<file path="src/rtl/pmc_pkg.sv">
`timescale 1ns / 1ps
// Package for the page mapping cache: outcome and register codes, controller
// state type and the command/status structs between controller and datapath.
// No dependencies.
package pmc_pkg;

    localparam int unsigned ADDR_W  = 64;
    localparam int unsigned IDX_W   = 8;
    localparam int unsigned OUTC_W  = 2;

    typedef logic [OUTC_W-1:0] t_outcome;

    localparam t_outcome OUT_LOW  = 2'd0;
    localparam t_outcome OUT_HIT  = 2'd1;
    localparam t_outcome OUT_NEW  = 2'd2;
    localparam t_outcome OUT_FAIL = 2'd3;

    typedef logic [IDX_W-1:0] t_reg_idx;

    localparam t_reg_idx REG_WINDOW_BASE  = 8'd0;
    localparam t_reg_idx REG_WINDOW_LIMIT = 8'd1;
    localparam t_reg_idx REG_LOW_LIMIT    = 8'd2;
    localparam t_reg_idx REG_LOW_OFFSET   = 8'd3;

    localparam logic [ADDR_W-1:0] LOW_LIMIT_RST  = 64'h0000_0000_0040_0000;
    localparam logic [ADDR_W-1:0] LOW_OFFSET_RST = 64'hFFFF_FFFF_8000_0000;

    typedef enum logic [1:0] {
        ST_IDLE,
        ST_CHECK,
        ST_SCAN,
        ST_DONE
    } t_pmc_state;

    typedef struct packed {
        logic latch_in;    // capture the request beat
        logic set_low;     // result is the direct low mapping
        logic scan_start;  // clear the scan pointer
        logic scan;        // issue the next table read
        logic take_hit;    // result from the matching entry
        logic alloc;       // allocate a window page, or fail
        logic load_out;    // move the result to the output register
    } t_dp_cmd;

    typedef struct packed {
        logic low;
        logic hit;
        logic miss;
        logic out_free;
    } t_dp_sts;

endpackage

</file>
<file path="src/rtl/pmc_ctrl.sv">
`timescale 1ns / 1ps
// Controller state machine of the page mapping cache.
// Depends on pmc_pkg for the state type and command/status structs.
module pmc_ctrl (
    input  logic             i_clk,
    input  logic             i_rst_n,
    input  logic             i_req_valid,
    output logic             o_req_ready,
    input  pmc_pkg::t_dp_sts i_sts,
    output pmc_pkg::t_dp_cmd o_cmd
);

    pmc_pkg::t_pmc_state r_state;
    pmc_pkg::t_pmc_state n_state;

    always_ff @(posedge i_clk) begin
        if (!i_rst_n) begin
            r_state <= pmc_pkg::ST_IDLE;
        end else begin
            r_state <= n_state;
        end
    end

    always_comb begin
        n_state     = r_state;
        o_cmd       = '0;
        o_req_ready = 1'b0;
        unique case (r_state)
            pmc_pkg::ST_IDLE: begin
                o_req_ready = 1'b1;
                if (i_req_valid) begin
                    o_cmd.latch_in = 1'b1;
                    n_state        = pmc_pkg::ST_CHECK;
                end
            end
            pmc_pkg::ST_CHECK: begin
                if (i_sts.low) begin
                    o_cmd.set_low = 1'b1;
                    n_state       = pmc_pkg::ST_DONE;
                end else begin
                    o_cmd.scan_start = 1'b1;
                    n_state          = pmc_pkg::ST_SCAN;
                end
            end
            pmc_pkg::ST_SCAN: begin
                if (i_sts.hit) begin
                    o_cmd.take_hit = 1'b1;
                    n_state        = pmc_pkg::ST_DONE;
                end else if (i_sts.miss) begin
                    o_cmd.alloc = 1'b1;
                    n_state     = pmc_pkg::ST_DONE;
                end else begin
                    o_cmd.scan = 1'b1;
                end
            end
            pmc_pkg::ST_DONE: begin
                if (i_sts.out_free) begin
                    o_cmd.load_out = 1'b1;
                    n_state        = pmc_pkg::ST_IDLE;
                end
            end
            default: begin
                n_state = pmc_pkg::ST_IDLE;
            end
        endcase
    end

endmodule

</file>
<file path="config.mk">
export PLATFORM = sky130hd
export DESIGN_NAME = pmc_ctrl
export DESIGN_NICKNAME = d
export VERILOG_FILES = /design/src/rtl/pmc_pkg.sv /design/src/rtl/pmc_ctrl.sv
export SDC_FILE = /design/constraint.sdc
export NUM_CORES = 1
export LEC_CHECK = 0
export ABC_CLOCK_PERIOD_IN_PS = 2200
export BUFFER_PORTS_ARGS = -buffer_cell sky130_fd_sc_hd__buf_2
export CORE_AREA = 2 2 39 41
export DETAILED_ROUTE_END_ITERATION = 8
export DIE_AREA = 0 0 41 43
export PLACE_DENSITY = 0.5
export SETUP_SLACK_MARGIN = 0.1
export SYNTH_ARGS = -nofsm -noshare
export SYNTH_HDL_FRONTEND = slang
export SYNTH_SLANG_ARGS = --single-unit
</file>
<file path="constraint.sdc">
create_clock -name i_clk -period 2.2 [get_ports i_clk]
set_clock_uncertainty 0.15 [all_clocks]
set_input_delay 0.22 -clock i_clk [delete_from_list [all_inputs] [get_ports i_clk]]
set_output_delay 0.22 -clock i_clk [all_outputs]
set_load 0.01 [all_outputs]
</file>
# [Word level (Yosys, flattened, before mapping)]
# Index checks and enable logic that the tools add are counted.
[totals] ff_bits=2 inputBits=7 out_inout_bits=8 elab_cells=29
[op_classes] eq_ne=6 n_mux=20 reduce_logical=2
[ops] op="1-bit 2-to-1 mux" n=13
[ops] op="2-bit 2-to-1 mux" n=5
[ops] op="2-bit case mux with 4 select lines" n=1
[ops] op="2-bit equality test, second input constant" n=2
[ops] op="2-bit != test, second input constant" n=2
[ops] op="3-bit 2-to-1 mux" n=1
[ops] op="3-bit != test, second input constant" n=1
[ops] op="3-bit AND reduction" n=1
[ops] op="2-bit by 1-bit equality test with 1-bit output, second input constant" n=1
[ops] op="2-bit zero test" n=1

# [Depth between registers and ports, before layout]
[depth] ltp_word=3 mapped_depth=5 mapped_depth_nobuf=5

# [Least setup slack after synthesis]
# OpenSTA, ideal clock, no wires.
[synth_path] path_type="register to register" startpoint="register r_state[0]" endpoint="register r_state[0]" t_arrival_ns=1.517 required_time_ns=1.928 setup_slack_ns=0.411 path_stages_with_launch=6 period_less_slack_ns=1.789 path_cell_list="dfxtp_1 -> inv_1 -> ha_1 -> and2b_4 -> or3_1 -> o311a_1"
[synth_via] elab_chain_len=3 word_cells_on_any_way=9 classes_between="6 x eq/ne; 1 x mux; 2 x reduce/logical"
[synth_lines] element="start: declaration" line_no="pmc_ctrl.sv:13" rtl="pmc_pkg::t_pmc_state r_state;"
[synth_lines] element="start signal: assignment" line_no="pmc_ctrl.sv:18" rtl="r_state <= pmc_pkg::ST_IDLE;"
[synth_lines] element="start signal: assignment" line_no="pmc_ctrl.sv:20" rtl="r_state <= n_state;"
[synth_lines] element="2-bit equality test or 2-bit zero test (tied branches)" line_no="pmc_ctrl.sv:28" rtl="unique case (r_state)"
[synth_lines] element="3-bit != test (no source line) or 2-bit != test (tied branches)"
[synth_lines] element="3-bit AND reduction (no source line)"
# Several ways; a longest one is shown, not always the timed one.
# A chain may end at the register's enable or synchronous reset.

# [Worst setup path after layout]
[layout_path] startpoint="register r_state[1]" endpoint="register r_state[0]"
# Same word-level chain as after synthesis.

==> results_dict.tcl <==
set metrics [dict create \
    cts_resized 0 \
    synthCells 25 \
    final_common_cell "buf_2" \
    critPathKind "reg2reg" \
    cts_root_buf "clkbuf_4" \
    fp.coreArea_um2 1380 \
    swShare_pct 39.4 \
    final_nets 55 \
    power_frac_comb_pct 60.5 \
    wire_per_inst_um 8.34 \
    area_growth_pct 47.9 \
    relSlewSlack_pct 77.4 \
    drive_gt1_share_pct 50.0 \
    synth_cell_types 17 \
    io_buffer_count 14 \
    die_h_um 43 \
    grt_max_degree 6 \
    p_leak_nw 0.189 \
    dpl_cell_area_um2 325 \
    critPathArrivalTime_ns 1.79 \
    dr.pass1.iters 4 \
    max-cap-violations 0 \
    clkLatencyLatePin_ns 0.22 \
    cp-end-kind "flip-flop" \
    required_ns 2.16 \
    ys.warnings.count 0 \
    min_path_type "in2reg" \
    hpwl_um 397 \
    p_int_uw 239 \
    max-vdd-ir-drop_uv 339 \
    wirelength_um 484 \
    layout_setup_ws_ns 0.365 \
    drtAntennaViolNets 0 \
    cpMaxStageDelayCell "dfxtp_1" \
    vias 231 \
    tns_ns 0 \
    syn-num-nets 36 \
    top_register "r_state" \
    grt_pass1_vias 204 \
    seq_area_frac_synth_pct 17.0 \
    setup_viol 0 \
    period_minus_slack_ns 1.84 \
    finalCritPeriodShare_pct 83.4 \
    clkTransAtPathRegs_ns 0.03 \
    synth_top_area_share_pct 21.3 \
    cts_setup_buffers 0 \
    synth_largest_area_cell "ha_1" \
    cp-start-kind "flip-flop" \
    final_cell_mix "buf_2 (14), ha_1 (4), and2_1 (3), clkbuf_4 (3)" \
    grt_pass1_wl_um 717 \
    ys_ff_latch 2 \
    drt_iter0_markers 7 \
    antenna_found_initial 0 \
    cts_max_path_buffers 2 \
    die-area_um2 1760 \
    outcome "completed" \
    cts_tree "yes" \
    synth.cell_area_um2 235 \
    largest_register_ffs 2 \
    pwr-share-clk_pct 20.2 \
    power_density_nw_per_um2 1130 \
    p_sw_uw 155 \
    gp_congestion 0.744 \
    whs_ns 0.0961 \
    fmax_ghz 0.545 \
    crit_chain "inv_1 -> ha_1 -> and2b_4 -> or3_1 -> o311a_1" \
    rows 14 \
    critPathMaxStageDelay_ns 0.40 \
    grt_usage_pct 6.41 \
    viasPerCell 3.98 \
    fin_area_um2 348 \
    start_util_pct 17.0 \
    die-width_um 41 \
    critPathMaxFanout 5 \
    ios 15 \
    gr-total-overflow 0 \
    rsz0062_at_grt "no" \
    hold_viol 0 \
    num_antenna_cells 0 \
    drcViolationCount 0 \
    cts_hold_buf 0 \
    cp.buffers_inverters 1 \
    seq_power_share_pct 19.3 \
    numCtsBuffers 3 \
    avgSynthCellArea_um2 9.41 \
    clock_sinks 2 \
    dp_slack_ns 0.366 \
    synth.area.top_cells "ha_1 (21%), dfxtp_1 (17%), and2_1 (8.0%)" \
    slew_violations 0 \
    reg_top3 "r_state x2" \
    tightest_slew_ns 0.335 \
    htree_levels 1 \
    cpLargestDelayFamily "simple AND/OR/NAND/NOR gates" \
]
routing by layer:
layer  part of all wire [%]  global-route usage, %
met1                     44                   6.37
met2                     47                   9.06
met3                    8.7                   1.57
met4                      0                   8.00
met5                      0                      0
area by class of cell:
type,count,area (µm²)
inverters,2,7.51
multi-input cells,21,188
well taps,16,20.0
flip-flops and latches,2,40.0
clock buffers,3,22.5
fillers,165,1040
repair buffers,14,70.1
per-stage QoR:
step / power, mW / util (%) / instances
final: 0.394 / 25.1 / 58
after detailed placement: 0.312 / 23.5 / 55
after floorplan: 0.242 / - / 25
after global placement: 0.315 / 23.5 / 55
after CTS: 0.401 / 25.1 / 58
after global routing: 0.430 / 25.1 / 58
final timing paths:
path	cells after the start	startpoint	endpoint	slack, ns
hold / removal	2	i_rst_n	r_state[0]	0.1
setup reg to reg	5	r_state[1]	r_state[0]	0.36
setup / recovery	5	r_state[1]	r_state[0]	0.36
hold reg to reg	2	r_state[1]	r_state[1]	0.40
Yosys cell counts:
library cell / n
ha_1: 4
and2_1: 3
dfxtp_1: 2
inv_1: 2
nor2b_1: 2
a21boi_1: 1
and2_2: 1
and2b_4: 1
and3b_2: 1
nand2b_1: 1
nor2_1: 1
nor3b_4: 1
o311a_1: 1
o31ai_1: 1
o41ai_1: 1
or3_1: 1
or4b_1: 1
logic make-up (layout without fill, tap and decap cells):
logic type               count (synthesis)  count (layout)  synth area share, %
AND/OR/NAND/NOR                         13              13                 44.2
adder cells (fa/ha/maj)                  4               4                 21.3
AO/OA/AOI/OAI                            4               4                 14.4
buffers and inverters                    2              19                 3.19
flip-flops                               2               2                 17.0
power groups by stage:
stage	combinational, mW	clock (mW)	sequential [mW]
floorplan	0.172	0	0.0708
global placement	0.239	0	0.0761
detailed placement	0.236	0	0.0760
CTS	0.240	0.0852	0.0755
global route	0.265	0.0850	0.0801
finish	0.238	0.0797	0.0761
worst reg2reg max path, stage by stage (launching register included):
cell	delay, ns
dfxtp_1	0.40
inv_1	0.09
ha_1	0.23
and2b_4	0.19
or3_1	0.35
o311a_1	0.32
Power figures use the tool's default switching activity.
